## config.mk

```make
export PLATFORM = sky130hd
export DESIGN_NAME = rieu_fifo
export DESIGN_NICKNAME = d
export VERILOG_FILES = /design/src/rieu_fifo.sv
export SDC_FILE = /design/constraint.sdc
export NUM_CORES = 1
export LEC_CHECK = 0
export BUFFER_PORTS_ARGS = -buffer_cell sky130_fd_sc_hd__buf_4
export CORE_MARGIN = 3
export CORE_UTILIZATION = 40
export CTS_BUF_LIST = sky130_fd_sc_hd__clkbuf_16
export DETAILED_ROUTE_END_ITERATION = 8
export PLACE_DENSITY = 0.77
export SYNTH_ARGS = -nofsm -noshare
export SYNTH_HDL_FRONTEND = slang
export SYNTH_SLANG_ARGS = --single-unit
```

## constraint.sdc

```tcl
create_clock -name clk_i -period 1.3 [get_ports clk_i]
set_input_delay 0.065 -clock clk_i [delete_from_list [all_inputs] [get_ports clk_i]]
set_output_delay 0.065 -clock clk_i [all_outputs]
set_load 0.05 [all_outputs]
```

## src/rieu_fifo.sv

```systemverilog
// Small first-in first-out queue of flip-flops, generic width and depth.
// No dependencies.
`timescale 1ns / 1ps
module rieu_fifo #(
  parameter int unsigned WIDTH = 8,
  parameter int unsigned DEPTH = 2
) (
  input  logic             clk_i,
  input  logic             rst_ni,
  input  logic             push_i,
  output logic             full_o,
  input  logic [WIDTH-1:0] wdata_i,
  input  logic             pop_i,
  output logic             empty_o,
  output logic [WIDTH-1:0] rdata_o
);
  localparam int unsigned PtrW = (DEPTH > 1) ? $clog2(DEPTH) : 1;
  localparam int unsigned CntW = $clog2(DEPTH + 1);
  localparam logic [PtrW-1:0] LastPtr = PtrW'(DEPTH - 1);
  localparam logic [CntW-1:0] FullCnt = CntW'(DEPTH);

  logic [WIDTH-1:0] mem_q [DEPTH];
  logic [PtrW-1:0]  wptr_q, wptr_d, rptr_q, rptr_d;
  logic [CntW-1:0]  cnt_q, cnt_d;
  logic             do_push, do_pop;

  assign full_o  = (cnt_q == FullCnt);
  assign empty_o = (cnt_q == '0);
  assign do_push = push_i && !full_o;
  assign do_pop  = pop_i && !empty_o;
  assign rdata_o = mem_q[rptr_q];

  always_comb begin
    wptr_d = wptr_q;
    rptr_d = rptr_q;
    cnt_d  = cnt_q;
    if (do_push) begin
      wptr_d = (wptr_q == LastPtr) ? '0 : wptr_q + 1'b1;
    end
    if (do_pop) begin
      rptr_d = (rptr_q == LastPtr) ? '0 : rptr_q + 1'b1;
    end
    if (do_push && !do_pop) begin
      cnt_d = cnt_q + 1'b1;
    end else if (do_pop && !do_push) begin
      cnt_d = cnt_q - 1'b1;
    end
  end

  always_ff @(posedge clk_i or negedge rst_ni) begin
    if (!rst_ni) begin
      wptr_q <= '0;
      rptr_q <= '0;
      cnt_q  <= '0;
    end else begin
      wptr_q <= wptr_d;
      rptr_q <= rptr_d;
      cnt_q  <= cnt_d;
    end
  end

  always_ff @(posedge clk_i) begin
    if (do_push) begin
      mem_q[wptr_q] <= wdata_i;
    end
  end

endmodule

```

== After elaboration in Yosys (flattened, before gate mapping) ==
Memories as Yosys holds them, arrays and structs flattened.
Cells that the tools add are included.

* Register bits: 4
* Memories: 1
* Input bits: 12
* Word-level logic and storage cells: 25
* Memory bits (writable): 16

{| class="wikitable"
|+ Memories
! memory !! words !! width !! read ports !! clocked after Yosys merged registers in !! write ports !! RTL line !! RTL
|-
| mem_q || 2 || 8 || 1 || 0 || 1 || 22 || <nowiki>logic [WIDTH-1:0] mem_q [DEPTH];</nowiki>
|}

* Equal/unequal tests: 1
* $add $sub $neg: 4
* Reductions and logical operators: 10
* Muxes and demuxes: 6

{| class="wikitable"
|+ Operator list
! operator !! count
|-
| $logic_and 1x1->1 || 4
|-
| $logic_not 1->1 || 4
|-
| $mux 1 || 4
|-
| $mux 2 || 2
|-
| $add 1x1->1 const B || 2
|-
| $add 2x1->2 const B || 1
|-
| $eq 2x2->1 const B || 1
|-
| $logic_not 2->1 || 1
|-
| $reduce_bool 2->1 || 1
|-
| $sub 2x1->2 const B || 1
|}

== Longest topological paths before layout ==
* Depth after elaboration: 7
* Mapped depth: 7
* Depth with buffers taken out: 7

== Worst setup path before layout ==
Ideal clock, no wire load.

* Path kind: reg-to-reg
* Start: reg cnt_q[0]
* End: mem mem_q[0][0], enable pin
* Arrival: 1.022 ns
* Required time: 0.930 ns
* Cell stages (with the launch flop): 4
* Setup slack: -0.092 ns
* Setup time: 0.370 ns
* Path buffers: 0
* Clock period less this slack: 1.392 ns
* Cell sequence: dfrtp_1 nand2b_1 nand2_2 nor2_1

* Cells in the longest elaborated chain, start to end: 5

{| class="wikitable"
|+ RTL lines
! what !! RTL line !! RTL
|-
| start: declaration || 24 || <nowiki>logic [CntW-1:0] cnt_q, cnt_d;</nowiki>
|-
| start signal: assignment || 58 || <nowiki>cnt_q <= cnt_d;</nowiki>
|-
| $eq 2x2->1 || 27 || <nowiki>assign full_o = (cnt_q == FullCnt);</nowiki>
|-
| $logic_not 1->1 || 29 || <nowiki>assign do_push = push_i && !full_o;</nowiki>
|-
| $logic_and 1x1->1 || 29 ||
|-
| $mux 1 || 63 || <nowiki>if (do_push) begin</nowiki>
|-
| $mux 1 (implied by the code) || 64 || <nowiki>mem_q[wptr_q] <= wdata_i;</nowiki>
|-
| end: declaration || 22 ||
|}

No other way between the ends.

== Worst setup path in the final report ==
* Start: reg rptr_q
* End: out rdata_o[4]

* Cells in the longest elaborated chain, start to end: 1

{| class="wikitable"
|+ RTL lines
! what !! RTL line !! RTL
|-
| start: declaration || 23 || <nowiki>logic [PtrW-1:0] wptr_q, wptr_d, rptr_q, rptr_d;</nowiki>
|-
| start signal: assignment || 57 || <nowiki>rptr_q <= rptr_d;</nowiki>
|-
| $mem_v2 2x8 || n/a ||
|-
| end: declaration || 15 || <nowiki>output logic [WIDTH-1:0] rdata_o</nowiki>
|}

No other way between the ends.

==> results.json <==
{
  "wl_microns": 1470,
  "finalCriticalPeriod_ps": 1310,
  "critPathBufInv": 2,
  "synth_edf_count": 16,
  "multiInputGateArea_sq_um": 245,
  "grt_pass1_vias": 516,
  "area_growth_pct": 64.3,
  "dr.first_iter.drc_count": 6,
  "antennaDiodeCount": 0,
  "cts-root-buf": "clkbuf_16",
  "ir_drop_mv": 1.92,
  "highest_layer": "met4",
  "arrival_ps": 1250,
  "avgViaCountPerCell": 4.57,
  "post_drt_wl_per_cell_microns": 13.6,
  "syn_area_per_cell_sq_um": 17.8,
  "async_reset_ff_frac": 0.200,
  "dp_hpwl_microns": 977,
  "path_max_fanout": 5,
  "timing.fmax_mhz": 761,
  "synth_top_area_share": 0.614,
  "rows": 15,
  "die_h_microns": 50.2,
  "io_pins": 22,
  "fin_area_sq_mm": 0.00128,
  "start_kind": "register",
  "cts_buffers": 3,
  "period_share": 1.01,
  "seq_area_sq_um": 583,
  "num_vias": 494,
  "postPlaceCellArea_sq_mm": 0.00103,
  "grt_util_all_layers": 0.116,
  "violations": "setup timing",
  "grt_setup_unrepaired": "yes",
  "fin_ws_ps": -14.7,
  "outcome": "finished with violations",
  "h-tree-depth": 1,
  "ys_ff_latch": 20,
  "synth_top_cell_by_area": "edfxtp_1",
  "core_area_sq_mm": 0.00178,
  "clk_latency_ps": 240,
  "wl_met2_microns": 798,
  "antenna_found_initial": 0,
  "p_per_area_mw_per_mm2": 2710,
  "synth_seq_area_share": 0.742,
  "place_congestion": 0.712,
  "cts_tree": "done",
  "timing.critical_path.mode_cell": "buf_6",
  "worstMarginPinSlew_ps": 203,
  "grt_pass1_wl_microns": 2160,
  "cp-end-kind": "output pin",
  "fin_skew_ps": 3.04,
  "drtPass1Iterations": 2,
  "yosys_warnings": 0,
  "drc": 0,
  "fillers": 122,
  "cp.required_ps": 1240,
  "hold_viol": 0,
  "io_buffers": 21,
  "relSlewSlack": 0.864,
  "grt_max_degree": 12,
  "crit_slowest_cell": "dfrtp_2",
  "yosysMostFrequentCell": "edfxtp_1",
  "whs_ps": 4.28,
  "slowest_delay_ps": 410,
  "dr_wl_met3_microns": 77,
  "synth_area_leaders": "edfxtp_1, dfrtp_1, mux2_1",
  "clk_pin_slew_ps": 50,
  "syn_nets": 57,
  "wl_met1_microns": 583,
  "overflow": 0,
  "netlist_instances": 44,
  "maxCapViolCount": 0,
  "drtAntennaViolNets": 0,
  "synthTopCellsByCount": "edfxtp_1, mux2_1, dfrtp_1",
  "die_area_sq_mm": 0.00252,
  "die_x_microns": 50.2,
  "cts_buffer_depth": 2,
  "leakage_nw": 0.551,
  "synth_ff_type": "edfxtp_1",
  "synth_cell_types": 15,
  "critical_path.cell_chain": "buf_6, mux2_4, buf_6",
  "crit_type": "register to output pin",
  "cts.sinks": 20,
  "layout-drive-gt1-share": 0.651,
  "critical-path-top-delay-family": "flip-flops",
  "nNetsFinal": 97,
  "pre_cts_ws_ps": -52.1,
  "min_path_type": "input port to register",
  "synth.cell_area_sq_um": 782,
  "setup_viol": 6,
  "slew_violations": 0,
  "start_util": 0.439
}
## area by class of cell
| class | instances | area share |
|---|---|---|
| sequential | 20 | 0.454 |
| timing repair buffer | 36 | 0.264 |
| multi-input combinational | 21 | 0.191 |
| clock buffer | 3 | 0.0584 |
| tap | 25 | 0.0243 |
| inverter | 2 | 0.00584 |
| clock inverter | 1 | 0.00292 |
## per-stage QoR
stage	power (mW)	cells	util	setup TNS (ps)
floorplan	1.97	44	-	-0.793
global placement	2.40	94	0.580	0
detailed placement	2.43	94	0.580	-52.1
CTS	3.21	104	0.669	-222
global route	3.63	108	0.721	-314
finish	3.48	108	0.721	-52.1
## layer usage
metal  GRT usage  vias to the layer above
met2       0.209                       13
met5           0                        -
li1            -                      238
met4      0.0553                        0
met1       0.123                      241
met3      0.0326                        2
## placed cells by master, fill, tap and decap left out, drive strengths merged
| cell | synthesis | routed |
|---|---|---|
| dfrtp | 4 | 4 |
| mux2 | 8 | 8 |
| clkinv | 0 | 1 |
| nand2 | 1 | 1 |
| clkbuf | 0 | 3 |
| inv | 2 | 2 |
| nand2b | 1 | 1 |
| ha | 1 | 1 |
| buf | 1 | 33 |
| dlygate4sd3 | 0 | 3 |
| nor2 | 3 | 3 |
| edfxtp | 16 | 16 |
| and3 | 1 | 1 |
| xnor2 | 3 | 3 |
| xor2 | 2 | 2 |
| o21ai | 1 | 1 |
## what timing repair did
action	in CTS	in global routing
pin swaps	2	4
hold buffers	2	1
buffers inserted	4	3
endpoints found under the setup margin	9	18
endpoints found under the hold margin	6	2
resized for setup	9	17
## registers in the layout, indices dropped and copies added, names as in the netlist
register  flops
cnt_q         2
mem_q        16
rptr_q        1
wptr_q        1
## worst paths after layout
| check | endpoint | slack (ps) | start | cells past startpoint |
|---|---|---|---|---|
| worst min register to register | wptr_q$_DFFE_PN0N_ | 530 | wptr_q$_DFFE_PN0N_ | 1 |
| worst max register to register | cnt_q[1]$_DFFE_PN0P_ | 0 | cnt_q[0]$_DFFE_PN0P_ | 7 |
| worst max-delay path | rdata_o[4] | -10 | rptr_q$_DFFE_PN0P_ | 3 |
| worst min-delay path | mem_q[0][1]$_DFFE_PP_ | 4 | wdata_i[1] | 1 |
| min in group asynchronous | wptr_q$_DFFE_PN0N_ | 140 | rst_ni | 2 |
| max in group asynchronous | rptr_q$_DFFE_PN0P_ | 1040 | rst_ni | 2 |
## power breakdown
group	switching, mW	leakage, nW	internal [mW]
sequential	0.0979	0.193	0.905
clock	0.202	0.0385	0.408
combinational	0.975	0.319	0.894
total	1.27	0.551	2.21
## cell families after synthesis
kind of cell,Yosys count,synth area share
flops,20,0.742
compound gates,1,0.00639
simple gates,6,0.0384
xor+xnor,5,0.0656
buf+inv,3,0.0160
fa+ha+maj,1,0.0160
mux,8,0.115
(Power assumes the default switching activity.)
