$ cat src/rieu_pkg.sv
// Shared types for the integer execute unit: decoded operation codes,
// the decoded request and the result record. No dependencies.
`timescale 1ns / 1ps
package rieu_pkg;

  localparam int unsigned QueueDepth = 2;
  localparam int unsigned OutDepth   = 2;
  localparam int unsigned NumRegs    = 16;

  typedef enum logic [5:0] {
    OP_LOAD, OP_CLRT, OP_SETT, OP_SETS, OP_DIV0U, OP_MOVT, OP_MULL,
    OP_DIV0S, OP_TST, OP_CMPSTR, OP_XTRCT, OP_MULUW, OP_MULSW,
    OP_CMPEQ, OP_CMPHS, OP_CMPGE, OP_CMPHI, OP_CMPGT, OP_DIV1,
    OP_DMULU, OP_DMULS, OP_ADDC, OP_SUBC, OP_SHAD, OP_SHLD,
    OP_SHLL, OP_SHLR, OP_SHAR, OP_ROTL, OP_ROTR, OP_ROTCL, OP_ROTCR,
    OP_DT, OP_CMPPZ, OP_CMPPL, OP_NOT, OP_SWAPB, OP_SWAPW, OP_NEGC,
    OP_NEG, OP_EXTUB, OP_EXTUW, OP_EXTSB, OP_EXTSW, OP_CMPIM, OP_TSTIM,
    OP_BAD
  } op_e;

  typedef struct packed {
    op_e         op;
    logic [3:0]  n;
    logic [3:0]  m;
    logic [7:0]  imm;
    logic [31:0] data;
  } dec_t;

  typedef struct packed {
    logic [3:0]  written_index;
    logic [31:0] written_value;
    logic        wrote_register;
    logic        t_bit;
    logic        q_bit;
    logic        m_bit;
    logic [31:0] mac_high;
    logic [31:0] mac_low;
    logic        unsupported;
  } res_t;

endpackage

$ cat src/rieu_fifo.sv
// Small first-in first-out queue of flip-flops, generic width and depth.
// No dependencies.
`timescale 1ns / 1ps
module rieu_fifo #(
  parameter int unsigned WIDTH = 8,
  parameter int unsigned DEPTH = 2
) (
  input  logic             clk_i,
  input  logic             rst_ni,
  input  logic             push_i,
  output logic             full_o,
  input  logic [WIDTH-1:0] wdata_i,
  input  logic             pop_i,
  output logic             empty_o,
  output logic [WIDTH-1:0] rdata_o
);
  localparam int unsigned PtrW = (DEPTH > 1) ? $clog2(DEPTH) : 1;
  localparam int unsigned CntW = $clog2(DEPTH + 1);
  localparam logic [PtrW-1:0] LastPtr = PtrW'(DEPTH - 1);
  localparam logic [CntW-1:0] FullCnt = CntW'(DEPTH);

  logic [WIDTH-1:0] mem_q [DEPTH];
  logic [PtrW-1:0]  wptr_q, wptr_d, rptr_q, rptr_d;
  logic [CntW-1:0]  cnt_q, cnt_d;
  logic             do_push, do_pop;

  assign full_o  = (cnt_q == FullCnt);
  assign empty_o = (cnt_q == '0);
  assign do_push = push_i && !full_o;
  assign do_pop  = pop_i && !empty_o;
  assign rdata_o = mem_q[rptr_q];

  always_comb begin
    wptr_d = wptr_q;
    rptr_d = rptr_q;
    cnt_d  = cnt_q;
    if (do_push) begin
      wptr_d = (wptr_q == LastPtr) ? '0 : wptr_q + 1'b1;
    end
    if (do_pop) begin
      rptr_d = (rptr_q == LastPtr) ? '0 : rptr_q + 1'b1;
    end
    if (do_push && !do_pop) begin
      cnt_d = cnt_q + 1'b1;
    end else if (do_pop && !do_push) begin
      cnt_d = cnt_q - 1'b1;
    end
  end

  always_ff @(posedge clk_i or negedge rst_ni) begin
    if (!rst_ni) begin
      wptr_q <= '0;
      rptr_q <= '0;
      cnt_q  <= '0;
    end else begin
      wptr_q <= wptr_d;
      rptr_q <= rptr_d;
      cnt_q  <= cnt_d;
    end
  end

  always_ff @(posedge clk_i) begin
    if (do_push) begin
      mem_q[wptr_q] <= wdata_i;
    end
  end

endmodule

$ cat src/rieu_front.sv
// Front end: decodes each request into an operation code and queues it.
// Depends on rieu_pkg and rieu_fifo.
`timescale 1ns / 1ps
module rieu_front #(
  parameter int unsigned QUEUE_DEPTH = rieu_pkg::QueueDepth
) (
  input  logic                clk_i,
  input  logic                rst_ni,
  input  logic                push_i,
  output logic                full_o,
  input  logic                kind_i,
  input  logic [15:0]         opcode_i,
  input  logic [3:0]          load_index_i,
  input  logic [31:0]         load_value_i,
  input  logic                pop_i,
  output logic                empty_o,
  output rieu_pkg::dec_t      dec_o
);
  import rieu_pkg::*;

  dec_t       dec;
  logic [3:0] top, lo;

  assign top = opcode_i[15:12];
  assign lo  = opcode_i[3:0];

  always_comb begin
    dec.op   = OP_BAD;
    dec.n    = opcode_i[11:8];
    dec.m    = opcode_i[7:4];
    dec.imm  = opcode_i[7:0];
    dec.data = load_value_i;
    if (kind_i) begin
      dec.op = OP_LOAD;
      dec.n  = load_index_i;
    end else begin
      case (top)
        4'h0: begin
          if (opcode_i == 16'h0008) dec.op = OP_CLRT;
          else if (opcode_i == 16'h0018) dec.op = OP_SETT;
          else if (opcode_i == 16'h0058) dec.op = OP_SETS;
          else if (opcode_i == 16'h0019) dec.op = OP_DIV0U;
          else if ((opcode_i & 16'hF0FF) == 16'h0029) dec.op = OP_MOVT;
          else if (lo == 4'h7) dec.op = OP_MULL;
        end
        4'h2: begin
          case (lo)
            4'h7: dec.op = OP_DIV0S;
            4'h8: dec.op = OP_TST;
            4'hC: dec.op = OP_CMPSTR;
            4'hD: dec.op = OP_XTRCT;
            4'hE: dec.op = OP_MULUW;
            4'hF: dec.op = OP_MULSW;
            default: dec.op = OP_BAD;
          endcase
        end
        4'h3: begin
          case (lo)
            4'h0: dec.op = OP_CMPEQ;
            4'h2: dec.op = OP_CMPHS;
            4'h3: dec.op = OP_CMPGE;
            4'h4: dec.op = OP_DIV1;
            4'h5: dec.op = OP_DMULU;
            4'h6: dec.op = OP_CMPHI;
            4'h7: dec.op = OP_CMPGT;
            4'hA: dec.op = OP_SUBC;
            4'hD: dec.op = OP_DMULS;
            4'hE: dec.op = OP_ADDC;
            default: dec.op = OP_BAD;
          endcase
        end
        4'h4: begin
          if (lo == 4'hC) dec.op = OP_SHAD;
          else if (lo == 4'hD) dec.op = OP_SHLD;
          else begin
            case (opcode_i[7:0])
              8'h00, 8'h20: dec.op = OP_SHLL;
              8'h01: dec.op = OP_SHLR;
              8'h21: dec.op = OP_SHAR;
              8'h04: dec.op = OP_ROTL;
              8'h05: dec.op = OP_ROTR;
              8'h24: dec.op = OP_ROTCL;
              8'h25: dec.op = OP_ROTCR;
              8'h10: dec.op = OP_DT;
              8'h11: dec.op = OP_CMPPZ;
              8'h15: dec.op = OP_CMPPL;
              default: dec.op = OP_BAD;
            endcase
          end
        end
        4'h6: begin
          case (lo)
            4'h7: dec.op = OP_NOT;
            4'h8: dec.op = OP_SWAPB;
            4'h9: dec.op = OP_SWAPW;
            4'hA: dec.op = OP_NEGC;
            4'hB: dec.op = OP_NEG;
            4'hC: dec.op = OP_EXTUB;
            4'hD: dec.op = OP_EXTUW;
            4'hE: dec.op = OP_EXTSB;
            4'hF: dec.op = OP_EXTSW;
            default: dec.op = OP_BAD;
          endcase
        end
        4'h8: begin
          if (opcode_i[11:8] == 4'h8) begin
            dec.op = OP_CMPIM;
            dec.m  = '0;
          end
        end
        4'hC: begin
          if (opcode_i[11:8] == 4'h8) begin
            dec.op = OP_TSTIM;
            dec.m  = '0;
          end
        end
        default: dec.op = OP_BAD;
      endcase
    end
  end

  rieu_fifo #(
    .WIDTH($bits(dec_t)),
    .DEPTH(QUEUE_DEPTH)
  ) u_queue (
    .clk_i  (clk_i),
    .rst_ni (rst_ni),
    .push_i (push_i),
    .full_o (full_o),
    .wdata_i(dec),
    .pop_i  (pop_i),
    .empty_o(empty_o),
    .rdata_o(dec_o)
  );

endmodule

$ cat config.mk
export PLATFORM = sky130hd
export DESIGN_NAME = rieu_front
export DESIGN_NICKNAME = d
export VERILOG_FILES = /design/src/rieu_pkg.sv /design/src/rieu_fifo.sv /design/src/rieu_front.sv
export SDC_FILE = /design/constraint.sdc
export NUM_CORES = 1
export LEC_CHECK = 0
export ABC_CLOCK_PERIOD_IN_PS = 4500
export BUFFER_PORTS_ARGS = -buffer_cell sky130_fd_sc_hd__buf_2
export CELL_PAD_IN_SITES_DETAIL_PLACEMENT = 1
export CELL_PAD_IN_SITES_GLOBAL_PLACEMENT = 2
export CORE_ASPECT_RATIO = 0.9
export CORE_UTILIZATION = 31
export CTS_BUF_LIST = sky130_fd_sc_hd__clkbuf_16
export DETAILED_ROUTE_END_ITERATION = 6
export HOLD_SLACK_MARGIN = 0.03
export MAX_ROUTING_LAYER = met4
export PLACE_DENSITY_LB_ADDON = 0.1
export SLEW_MARGIN = 30
export SYNTH_ARGS = -nofsm -noshare
export SYNTH_HDL_FRONTEND = slang
export SYNTH_SLANG_ARGS = --single-unit
$ cat constraint.sdc
create_clock -name clk_i -period 4.5 [get_ports clk_i]
set_input_delay 0.9 -clock clk_i [delete_from_list [all_inputs] [get_ports clk_i]]
set_output_delay 0.9 -clock clk_i [all_outputs]
set_load 0.005 [all_outputs]
After elaboration in Yosys (flattened, before gate mapping). Memory sizes are Yosys's and may differ from the RTL's. Cells that the tools add are included.

Bits of input ports: 57. Memories: 3. Output and inout port bits: 56. Memory bits (read-only): 160. Memory bits (writable): 108. Bits in registers: 4.

Memories: u_queue.mem_q (depth 2, bits a word 54, rd ports 1, clocked after Yosys merged registers in 0, write ports 1, line rieu_fifo.sv:22) `logic [WIDTH-1:0] mem_q [DEPTH];`; (name not given) (depth 16, bits a word 6, rd ports 1, clocked after Yosys merged registers in 0, write ports 0, line rieu_front.sv:58) `case (lo)`; (name not given) (depth 16, bits a word 4, rd ports 1, clocked after Yosys merged registers in 0, write ports 0, line rieu_front.sv:92) `case (lo)`.

Equality and inequality tests: 29. $add $sub $neg: 4. Reduce and logical (&&, ||, !) cells: 14. Multiplexer cells: 24.

Operator list (count): case mux 6 bit (10 select lines) (1); two-way mux 6 bit (9); case mux 6 bit (7 select lines) (1); case mux 6 bit (6 select lines) (1); == test 16 x 5 -> 1 bit, second input constant (2); == test 4 bit, second input constant (8); == test 8 x 6 -> 1 bit, second input constant (4); == test 8 x 5 -> 1 bit, second input constant (3); == test 16 x 4 -> 1 bit, second input constant (1); == test 16 x 7 -> 1 bit, second input constant (1); == test 8 x 3 -> 1 bit, second input constant (2); two-way mux 4 bit (4); == test 12 x 6 -> 1 bit, second input constant (1); == test 4 x 3 -> 1 bit, second input constant (3); == test 4 x 2 -> 1 bit, second input constant (2); == test 8 x 1 -> 1 bit, second input constant (1); zero test 8 bit (1); two-way mux 2 bit (4); logical AND 1 bit (4); zero test 1 bit (4); zero test 4 bit (1); two-way mux 1 bit (4); OR reduction 2 bit (2); adder 1 bit, second input constant (2); other kinds (5) (5).

Longest topological paths before layout. Gate-level depths: netlist of run 1.

Depth after elaboration: 9. Depth in mapped cells: 8. Gate-level depth less buffers: 7.

Cells and area by module. Synthesis of run 1 repeated with hierarchy kept, for this count alone.

Cells, all modules: 333. Area total of the unflattened synthesis: 5282.6 um2.

By module, submodules not included: rieu_fifo (instances 1, cells an instance 187, area each 4342.9 um2, sequential area each 3343.2 um2); rieu_front (instances 1, cells an instance 146, area each 939.7 um2, sequential area each 0.0 um2).

Worst setup path after synthesis of run 1. No wires, ideal clock.

Path type: input to register. From: input port push_i. To: memory u_queue.mem_q[0][0] (netlist bit) (enable). Stages on the path: 2. Slack: 0.782 ns. Path buffers: 0. Data arrival time: 3.252 ns. Path through: nand2_1 -> nor2_1.

Cells in the longest elaborated chain, start to end: 3.

RTL lines: from (decl) (line rieu_front.sv:9) `input logic push_i,`; logical AND 1 bit (line rieu_fifo.sv:29) `assign do_push = push_i && !full_o;`; two-way mux 1 bit (line rieu_fifo.sv:63) `if (do_push) begin`; two-way mux 1 bit (implied by the code) (line rieu_fifo.sv:64) `mem_q[wptr_q] <= wdata_i;`; to (decl) (line rieu_fifo.sv:22).

No other way between the ends.

==> flow_metrics.env, run 1 <==
export IMPL_status="finished clean"
export IMPL_nFillCells=1691
export IMPL_fin_nets=514
export IMPL_fp_dieH_um=124
export IMPL_hold_violations=0
export IMPL_period_share_pct=70.7
export IMPL_synthDistinctLibCells=56
export IMPL_overflow=0
export IMPL_cts_inserted_buffers=9
export IMPL_dieArea_mm2=0.0169
export IMPL_syn_inst=345
export IMPL_yosysTopAreaCell="edfxtp_1"
export IMPL_power_share_switching_pct=28.5
export IMPL_grt_pass1_wl_um=17800
export IMPL_htreeDepth=3
export IMPL_slew_violations=0
export IMPL_syn_avg_cell_area_um2=14.8
export IMPL_multi_input_area_mm2=0.00163
export IMPL_rsz0062_at_grt="no"
export IMPL_ys_seq_elements=112
export IMPL_power_density_mw_per_mm2=528
export IMPL_slowest_stage="dfrtp_2"
export IMPL_drt_initial_drc_count=161
export IMPL_worstHoldPathType="input pin to async pin"
export IMPL_path_cells="buf_4 -> mux2_2 -> buf_2"
export IMPL_antenna_left=0
export IMPL_drc=0
export IMPL_worst_setup_path_start_kind="register"
export IMPL_vias=3258
export IMPL_power_frac_comb_pct=28.0
export IMPL_crit_start="u_queue.rptr_q"
export IMPL_fin_worst_skew_ns=0.0121
export IMPL_hold_ws_ns=0.350
export IMPL_clk_latency_ns=0.35
export IMPL_crit_end="dec_o[40]"
export IMPL_intPower_uw=2320
export IMPL_clockBufferDepth=2
export IMPL_core_mm2=0.0161
export IMPL_clock_sinks=112
export IMPL_num_antenna_cells=0
export IMPL_syn_nets=408
export IMPL_rrSetupSlack_ns=2.32
export IMPL_antenna_found_initial=0
export IMPL_ir_worst_vdd_mv=0.194
export IMPL_cp_arrival_ns=2.28
export IMPL_synth_area_top_cells="edfxtp_1, mux2_2, dfrtp_1"
export IMPL_cts_tree="built"
export IMPL_cts_resized=0
export IMPL_crit_required_ns=3.60
export IMPL_setup_viol=0
export IMPL_grt_max_degree=37
export IMPL_cellLeakagePower_uw=0.00224
export IMPL_initial_utilization_pct=31.7
export IMPL_grt_pass1_vias=3295
export IMPL_r2r_cells=4
export IMPL_rows=44
export IMPL_tightest_slew_ns=0.916
export IMPL_cp_end_kind="output pin"
export IMPL_period_minus_slack_ns=3.18
export IMPL_ys_seq_area_share_pct=65.7
export IMPL_ys_warn_count=0
export IMPL_area_growth_pct=20.7
export IMPL_die_w_um=137
export IMPL_cts_setup_buffers=0
export IMPL_wl_per_cell_um=17.6
export IMPL_root_buffer="clkbuf_16"
export IMPL_clkTransAtPathRegs_ns=0.07
export IMPL_slowest_delay_ns=0.97
export IMPL_power_switching_uw=924
export IMPL_globalRouteTotalUtil_pct=14.7
export IMPL_seqCellArea_mm2=0.00334
export IMPL_timing_rr_start="u_queue.cnt_q[0]"
export IMPL_power_frac_clock_pct=24.1
export IMPL_slew_headroom_pct=39.0
export IMPL_r2r_end="u_queue.mem_q[0][51]"
export IMPL_post_route_util_pct=38.2
export IMPL_crit_fanout=36
export IMPL_dp_hpwl_um=8040
export IMPL_cts_hold_buf=0
export IMPL_drive_gt1_share_pct=43.4
export IMPL_routed_wl_um=11700
export IMPL_synth_ff_type="edfxtp_1"
export IMPL_io_buffers=112
export IMPL_gp_congestion=0.787
export IMPL_synth_edf_count=108
export IMPL_fin_cells=663
export IMPL_seqPwrFrac_pct=48.0
export IMPL_dp_cells=647
export IMPL_fin_setup_tns_ns=0
export IMPL_via_per_inst=4.91
export IMPL_synthArstFlopShare_pct=3.57
export IMPL_syn_area_mm2=0.00509
export IMPL_cap_violations=0
export IMPL_yosysTopAreaCellShare_pct=63.7
export IMPL_critical_path_class="register to output pin"
export IMPL_io_pins=113
export IMPL_drt_pass1_iter_count=4
export IMPL_fmax_ghz=0.314
-- per-stage QoR --
step                total power [uW]  area (um^2)  worst slack (ns)
global route                    3450         6140              1.17
global placement                2500         5850              1.62
detailed placement              2520         5850              1.61
finish                          3250         6140              1.32
floorplan                       2100         5090             0.782
CTS                             3320         6140              1.24
-- cells in the final DEF, fill, tap and decap left out, types with 2 or more instances in the layout --
cell / synthesis / routed
a21boi_0: 3 / 3
a21oi_1: 6 / 6
a22oi_1: 2 / 2
a31oi_1: 6 / 6
and2_1: 5 / 5
buf_2: 5 / 112
buf_4: 0 / 3
clkbuf_16: 0 / 9
dfrtp_1: 4 / 3
edfxtp_1: 108 / 108
ha_1: 6 / 6
inv_1: 11 / 13
inv_6: 0 / 2
mux2_2: 59 / 59
nand2_1: 18 / 18
nand2b_1: 6 / 6
nand3_1: 5 / 5
nand3b_1: 5 / 5
nand4_1: 3 / 3
nor2_1: 9 / 8
nor2b_1: 6 / 6
nor3_1: 5 / 5
nor3b_1: 3 / 3
nor4_2: 2 / 2
o211ai_1: 2 / 2
o21ai_0: 15 / 15
o22ai_1: 2 / 2
o31a_1: 2 / 2
xnor2_1: 3 / 3
xor2_1: 2 / 2
-- flip-flops by register name (all words and copies together), names as in the netlist --
signal,count
u_queue.cnt_q,2
u_queue.mem_q,108
u_queue.rptr_q,1
u_queue.wptr_q,1
-- cell families (layout without fill, tap and decap cells) --
| family | Yosys count | after routing | share of synthesized area, % |
|---|---|---|---|
| AND/OR/NAND/NOR | 77 | 77 | 9.02 |
| multiplexers | 59 | 59 | 13.1 |
| AO/OA/AOI/OAI | 55 | 55 | 7.35 |
| buffers and inverters | 31 | 142 | 2.56 |
| XOR/XNOR | 5 | 5 | 0.861 |
| adder cells (fa/ha/maj) | 6 | 6 | 1.47 |
| flip-flops | 112 | 112 | 65.7 |
-- how the worst min path moves through the flow --
stage | from | end
detailed placement | u_queue.cnt_q[1] | u_queue.cnt_q[1]
global route | rst_ni | u_queue.wptr_q
finish | rst_ni | u_queue.wptr_q
global placement | u_queue.cnt_q[1] | u_queue.cnt_q[1]
floorplan | u_queue.wptr_q | u_queue.wptr_q
CTS | rst_ni | u_queue.wptr_q
-- routing by layer --
| layer | part of all wire, % | global-route usage [%] | routed length [um] | up-vias |
|---|---|---|---|---|
| met3 | 5.0 | 3.44 | 589 | 7 |
| met2 | 48 | 23.6 | 5660 | 78 |
| li1 | - | - | - | 1541 |
| met1 | 45 | 18.1 | 5310 | 1632 |
| met4 | 1.1 | 5.15 | 133 | 0 |
| met5 | 0 | - | 0 | - |
-- worst max-delay path: cells and delay by family (launching register included) --
kind                   cells  cell delay (ns)
buffers and inverters      2             0.57
muxes                      1             0.38
DFF                        1             0.97
-- power by group through the flow --
stage,Combinational (uW),Clock (uW),Sequential (uW)
after global routing,1010,845,1590
final,907,781,1560
after floorplan,594,0,1510
after CTS,938,814,1570
after global placement,929,0,1580
after detailed placement,931,0,1590
-- synth_stat cells (all sizes together), types with 2 or more instances --
cell / instances
a21boi: 3
a21oi: 6
a22oi: 2
a31o: 2
a31oi: 6
and2: 5
and3: 2
buf: 7
clkbuf: 13
dfrtp: 4
edfxtp: 108
ha: 6
inv: 11
mux2: 59
nand2: 18
nand2b: 6
nand3: 5
nand3b: 5
nand4: 3
nor2: 9
nor2b: 6
nor3: 6
nor3b: 3
nor4: 3
o211ai: 2
o21ai: 16
o22ai: 2
o31a: 2
xnor2: 3
xor2: 2
-- layout make-up --
| type | instances | area share (%) |
|---|---|---|
| sequential | 112 | 54.5 |
| inverter | 11 | 0.672 |
| clock inverter | 7 | 1.04 |
| tap | 207 | 4.22 |
| clock buffer | 9 | 3.67 |
| timing repair buffer | 115 | 9.49 |
| multi-input combinational | 202 | 26.5 |
Power figures use the tool's default switching activity.
==> run 2, diff against run 1 <==
Settings changed: ABC_AREA from default to 1, ABC_CLOCK_PERIOD_IN_PS 4500 to 3300.
Clock period 4.5 ns to 3.3 ns, I/O delays scaled along.
==> flow_metrics.env, run 2 <==
export IMPL_syn_avg_cell_area_um2=10.0
export IMPL_final_common_cell="nand2_1"
export IMPL_power_density_mw_per_mm2=740
export IMPL_worst_setup_path_start_kind="register"
export IMPL_yosysTopAreaCellShare_pct=65.0
export IMPL_largest_reg_flops=108
export IMPL_hold_violations=0
export IMPL_io_pins=113
export IMPL_synthDistinctLibCells=30
export IMPL_grt_pass1_wl_um=19700
export IMPL_antenna_left=0
export IMPL_routed_wl_um=12400
export IMPL_via_per_inst=4.58
export IMPL_rsz0062_at_grt="no"
export IMPL_crit_fanout=34
export IMPL_cp_end_kind="output pin"
export IMPL_critical_path_class="register to output pin"
export IMPL_area_growth_pct=22.7
export IMPL_period_share_pct=69.9
export IMPL_rows=43
export IMPL_cts_tree="built"
export IMPL_clkTransAtPathRegs_ns=0.08
export IMPL_worstHoldPathType="input pin to async pin"
export IMPL_final_cell_mix="nand2_1, buf_2, edfxtp_1"
export IMPL_fin_nets=680
export IMPL_clock_sinks=112
export IMPL_vias=3771
export IMPL_cap_violations=0
export IMPL_setup_viol=0
export IMPL_clk_latency_ns=0.35
export IMPL_slew_headroom_pct=45.7
export IMPL_yosysTopAreaCell="edfxtp_1"
export IMPL_globalRouteTotalUtil_pct=16.2
export IMPL_placedInstanceArea_mm2=0.00584
export IMPL_tightest_slew_ns=0.806
export IMPL_final_area_mm2=0.00612
export IMPL_syn_inst=499
export IMPL_cts_hold_buf=0
export IMPL_synth_common_cells="nand2_1, edfxtp_1, nor2_1, inv_1, nand3_1"
export IMPL_ys_warn_count=0
export IMPL_regMostFlops="u_queue.mem_q"
export IMPL_die_w_um=136
export IMPL_fmax_ghz=0.434
export IMPL_initial_utilization_pct=32.1
export IMPL_dieArea_mm2=0.0166
export IMPL_synth_ff_type="edfxtp_1"
export IMPL_overflow=0
export IMPL_clockBufferDepth=2
export IMPL_wl_per_cell_um=15.1
export IMPL_drc=0
export IMPL_dp_hpwl_um=8960
export IMPL_cts_setup_buffers=0
export IMPL_grt_max_degree=55
export IMPL_fp_dieH_um=122
export IMPL_fin_cells=824
export IMPL_dp_cells=808
export IMPL_core_mm2=0.0155
export IMPL_num_antenna_cells=0
export IMPL_synth_edf_count=108
export IMPL_drt_pass1_iter_count=4
export IMPL_drive_gt1_share_pct=23.8
export IMPL_htreeDepth=3
export IMPL_drt_initial_drc_count=109
export IMPL_synth_area_top_cells="edfxtp_1, nand2_1, nor2_1"
export IMPL_crit_required_ns=2.64
export IMPL_grt_pass1_vias=3909
export IMPL_syn_area_mm2=0.00499
export IMPL_top_regs="u_queue.mem_q x108, u_queue.cnt_q x2"
export IMPL_layout_setup_ws_ns=0.995
export IMPL_cts_resized=0
export IMPL_dp_slack_ns=0.953
export IMPL_fin_worst_skew_ns=0.00910
export IMPL_gp_congestion=0.824
export IMPL_antenna_found_initial=0
export IMPL_syn_nets=562
export IMPL_period_minus_slack_ns=2.31
export IMPL_slew_violations=0
export IMPL_ys_seq_area_share_pct=67.0
export IMPL_status="finished clean"
export IMPL_cellLeakagePower_uw=0.00274
export IMPL_cts_inserted_buffers=9
export IMPL_yosysMostFrequentCell="nand2_1"
export IMPL_io_buffers=112
export IMPL_root_buffer="clkbuf_16"
export IMPL_ir_worst_vdd_mv=0.364
export IMPL_ys_seq_elements=112
export IMPL_synthArstFlopShare_pct=3.57
export IMPL_cp_arrival_ns=1.65
export IMPL_fin_setup_tns_ns=0
==> run 2: cell types whose count changed in the layout (fill, tap and decap cells not counted), sizes merged, moves of 5 or more <==
| cell | before | now |
|---|---|---|
| a21oi | 6 | 11 |
| inv | 15 | 42 |
| mux2 | 59 | 2 |
| nand2 | 18 | 222 |
| nand2b | 6 | 0 |
| nand3 | 5 | 18 |
| nand3b | 5 | 0 |
| nor2 | 9 | 45 |
| nor2b | 6 | 0 |
| o21ai | 16 | 10 |
==> run 2: path summary, 6_finish.rpt <==
kind                                   from                   end  slack [ns]  depth (start not counted)
setup / recovery             u_queue.rptr_q             dec_o[32]        0.99                          5
hold / removal                       rst_ni        u_queue.wptr_q         0.1                          1
setup reg to reg           u_queue.cnt_q[0]      u_queue.cnt_q[1]        1.15                          6
hold reg to reg            u_queue.cnt_q[0]      u_queue.cnt_q[0]        0.58                          1
max in group asynchronous            rst_ni        u_queue.rptr_q        3.07                          1
min in group clk_i         load_value_i[24]  u_queue.mem_q[0][24]        0.49                          1
==> run 2: power by group <==
| group | switching (uW) | leakage (uW) | internal (uW) |
|---|---|---|---|
| clock | 514 | 0.000138 | 527 |
| combinational | 939 | 0.00155 | 523 |
| sequential | 87.4 | 0.00105 | 1940 |
| total | 1540 | 0.00274 | 2990 |
==> run 2: logic make-up after synthesis <==
group / Yosys count / share of synthesized area (%)
DFF: 112 / 67.0
and+or+nand+nor: 298 / 23.7
muxes: 2 / 0.451
adders and majority gates: 6 / 1.50
AOI/OAI and AO/OA: 27 / 2.96
xor gates and xnor gates: 3 / 0.527
buffers and inverters: 51 / 3.84
==> run 2: metrics by stage <==
step	total power, uW	hold slack (ns)	util, %
after global placement	3550	0.474	37.5
after detailed placement	3590	0.477	37.5
after CTS	4640	0.0894	39.4
after floorplan	2840	0.364	-
after global routing	4860	0.0873	39.4
final	4530	0.0979	39.4
==> run 2: cell type report <==
| class | instances | area [um^2] |
|---|---|---|
| clock buffers | 9 | 225 |
| clock inverters | 7 | 60.1 |
| fillers | 1799 | 9430 |
| inverters | 39 | 146 |
| multi-input cells | 336 | 1470 |
| flip-flops and latches | 112 | 3340 |
| well taps | 202 | 253 |
| repair buffers | 119 | 626 |
==> run 2: worst max-delay path, cell delays in order, from the launching register on <==
cell and delay, ns:
dfrtp_2 0.41, inv_2 0.34, buf_12 0.26, nand2_1 0.07
nand2_1 0.08, buf_2 0.12
==> run 2: metal layers <==
layer  wire (um)  GRT usage (%)  share of wire (%)  vias to the layer above
li1            -              -                  -                     1874
met1        5520           18.9                 44                     1819
met2        6180           27.7                 50                       68
met3         555           4.05                4.5                       10
met4         161           4.56                1.3                        0
met5           0              -                  0                        -
==> run 3, diff against run 2 <==
Settings changed: ABC_CLOCK_PERIOD_IN_PS 3300 to 1900, CORE_UTILIZATION 31 to 30.
Clock period 3.3 ns to 1.9 ns, I/O delays scaled along.
==> flow_metrics.env, run 3 (same netlist as run 2, synthesis figures left out) <==
export IMPL_dp_hpwl_um=9500
export IMPL_cts_inserted_buffers=9
export IMPL_dp_slack_ns=-0.153
export IMPL_hold_ws_ns=0.214
export IMPL_worst_hold_path_endpoint="u_queue.mem_q[0][30]"
export IMPL_cellLeakagePower_uw=0.00285
export IMPL_worst_setup_path_start_kind="register"
export IMPL_fp_dieH_um=124
export IMPL_final_common_cell="nand2_1"
export IMPL_period_minus_slack_ns=1.77
export IMPL_antenna_found_initial=0
export IMPL_htreeDepth=3
export IMPL_rrSetupSlack_ns=0.29
export IMPL_cap_violations=0
export IMPL_overflow=0
export IMPL_grt_pass1_wl_um=20600
export IMPL_drt_pass1_iter_count=4
export IMPL_seqPwrFrac_pct=43.4
export IMPL_clk_latency_ns=0.35
export IMPL_crit_required_ns=1.52
export IMPL_fin_worst_skew_ns=0.0129
export IMPL_drive_gt1_share_pct=26.0
export IMPL_ir_worst_vdd_mv=0.537
export IMPL_rsz0062_at_grt="no"
export IMPL_crit_fanout=18
export IMPL_hold_violations=0
export IMPL_routed_wl_um=13000
export IMPL_timing_rr_start="u_queue.cnt_q[1]"
export IMPL_post_route_util_pct=39.1
export IMPL_clkTransAtPathRegs_ns=0.08
export IMPL_core_mm2=0.0162
export IMPL_cts_setup_buffers=0
export IMPL_dieArea_mm2=0.0171
export IMPL_slew_headroom_pct=78.0
export IMPL_fin_nets=700
export IMPL_wl_per_cell_um=15.3
export IMPL_hold_depth=1
export IMPL_nFillCells=1882
export IMPL_gp_congestion=0.849
export IMPL_drt_initial_drc_count=276
export IMPL_grt_max_degree=33
export IMPL_io_pins=113
export IMPL_via_per_inst=4.53
export IMPL_antenna_left=0
export IMPL_io_buffers=112
export IMPL_fmax_ghz=0.566
export IMPL_num_antenna_cells=0
export IMPL_clockBufferDepth=2
export IMPL_busiest_layer="met2"
export IMPL_rows=44
export IMPL_power_density_mw_per_mm2=1290
export IMPL_vias=3845
export IMPL_grt_met2_usage_pct=27.2
export IMPL_setup_viol=0
export IMPL_root_buffer="clkbuf_16"
export IMPL_grtUsageMet3_pct=3.34
export IMPL_critical_path_class="register to output pin"
export IMPL_period_share_pct=92.9
export IMPL_grt_pass1_vias=4007
export IMPL_worstHoldPathType="input pin to register"
export IMPL_hold_path_startpoint="load_value_i[30]"
export IMPL_cp_arrival_ns=1.39
export IMPL_tightest_slew_ns=0.329
export IMPL_p_total_uw=8150
export IMPL_area_growth_pct=26.8
export IMPL_globalRouteTotalUtil_pct=16.4
export IMPL_top_regs="u_queue.mem_q x108, u_queue.cnt_q x2"
export IMPL_power_switching_uw=2730
export IMPL_regMostFlops="u_queue.mem_q"
export IMPL_r2r_cells=5
export IMPL_crit_start="u_queue.rptr_q"
export IMPL_power_frac_comb_pct=33.5
export IMPL_slew_violations=0
export IMPL_power_frac_clock_pct=23.2
export IMPL_met1_usage_pct=20.0
export IMPL_status="finished clean"
export IMPL_intPower_uw=5420
export IMPL_largest_reg_flops=108
export IMPL_drc=0
export IMPL_r2r_end="u_queue.mem_q[1][18]"
export IMPL_die_w_um=138
export IMPL_initial_utilization_pct=30.8
export IMPL_cp_end_kind="output pin"
export IMPL_clock_sinks=112
export IMPL_layout_setup_ws_ns=0.135
export IMPL_final_cell_mix="nand2_1, buf_2, edfxtp_1"
export IMPL_power_share_switching_pct=33.5
export IMPL_cts_tree="built"
==> run 3: cell count changes in the layout (fill, tap and decap cells not counted), moves of 2 or more <==
cell | previous run | this run
inv_8 | 2 | 0
buf_4 | 6 | 21
buf_6 | 0 | 2
buf_12 | 1 | 3
clkinv_2 | 0 | 2
==> run 3: worst max-delay path by stage <==
| stage | end | cells past startpoint |
|---|---|---|
| finish | dec_o[32] | 5 |
| CTS | dec_o[32] | 5 |
| global route | dec_o[32] | 5 |
| floorplan | u_queue.mem_q[1][0] | 3 |
| detailed placement | u_queue.mem_q[1][53] | 12 |
| global placement | u_queue.mem_q[0][49] | 11 |
==> run 3: cell type report <==
class,instances,area [um^2],share of cell area (%)
clock buffers,9,225,3.56
clock inverters,7,68.8,1.09
flip-flops and latches,112,3340,52.9
inverters,39,146,2.31
multi-input cells,336,1470,23.2
repair buffers,139,811,12.8
well taps,207,259,4.10
==> run 3: layer usage <==
layer	up-vias	share of wire (%)
met2	68	49
li1	1916	-
met5	-	0
met4	0	1.5
met1	1846	45
met3	15	4.3
==> run 3: timing repair <==
action,in CTS,in global routing
hold endpoints to repair,4,0
gates resized for setup,0,2
hold buffers,1,0
setup endpoints to repair,0,4
==> run 3: power groups by stage <==
| stage | Clock [uW] | Sequential (uW) | Combinational, uW |
|---|---|---|---|
| 5_1_grt | 2040 | 3590 | 3120 |
| 4_1_cts | 1960 | 3540 | 2830 |
| 3_5_place_dp | 0 | 3600 | 2820 |
| 3_3_place_gp | 0 | 3570 | 2760 |
| 6_report | 1890 | 3530 | 2730 |
| 2_1_floorplan | 0 | 3550 | 1390 |
==> run 3: worst max-delay path: stages (launching register included) <==
cell and delay, ns:
dfrtp_2 0.43, inv_2 0.09, buf_6 0.19, nand2_1 0.07, nand2_1 0.09, buf_2 0.16
==> run 3: per-stage QoR <==
stage | instance area (um^2) | TNS [ns] | cells
finish | 6320 | 0 | 849
global route | 6320 | 0 | 849
CTS | 6320 | 0 | 849
detailed placement | 6010 | -0.965 | 832
global placement | 6010 | -0.475 | 832
floorplan | 5000 | 0 | 499
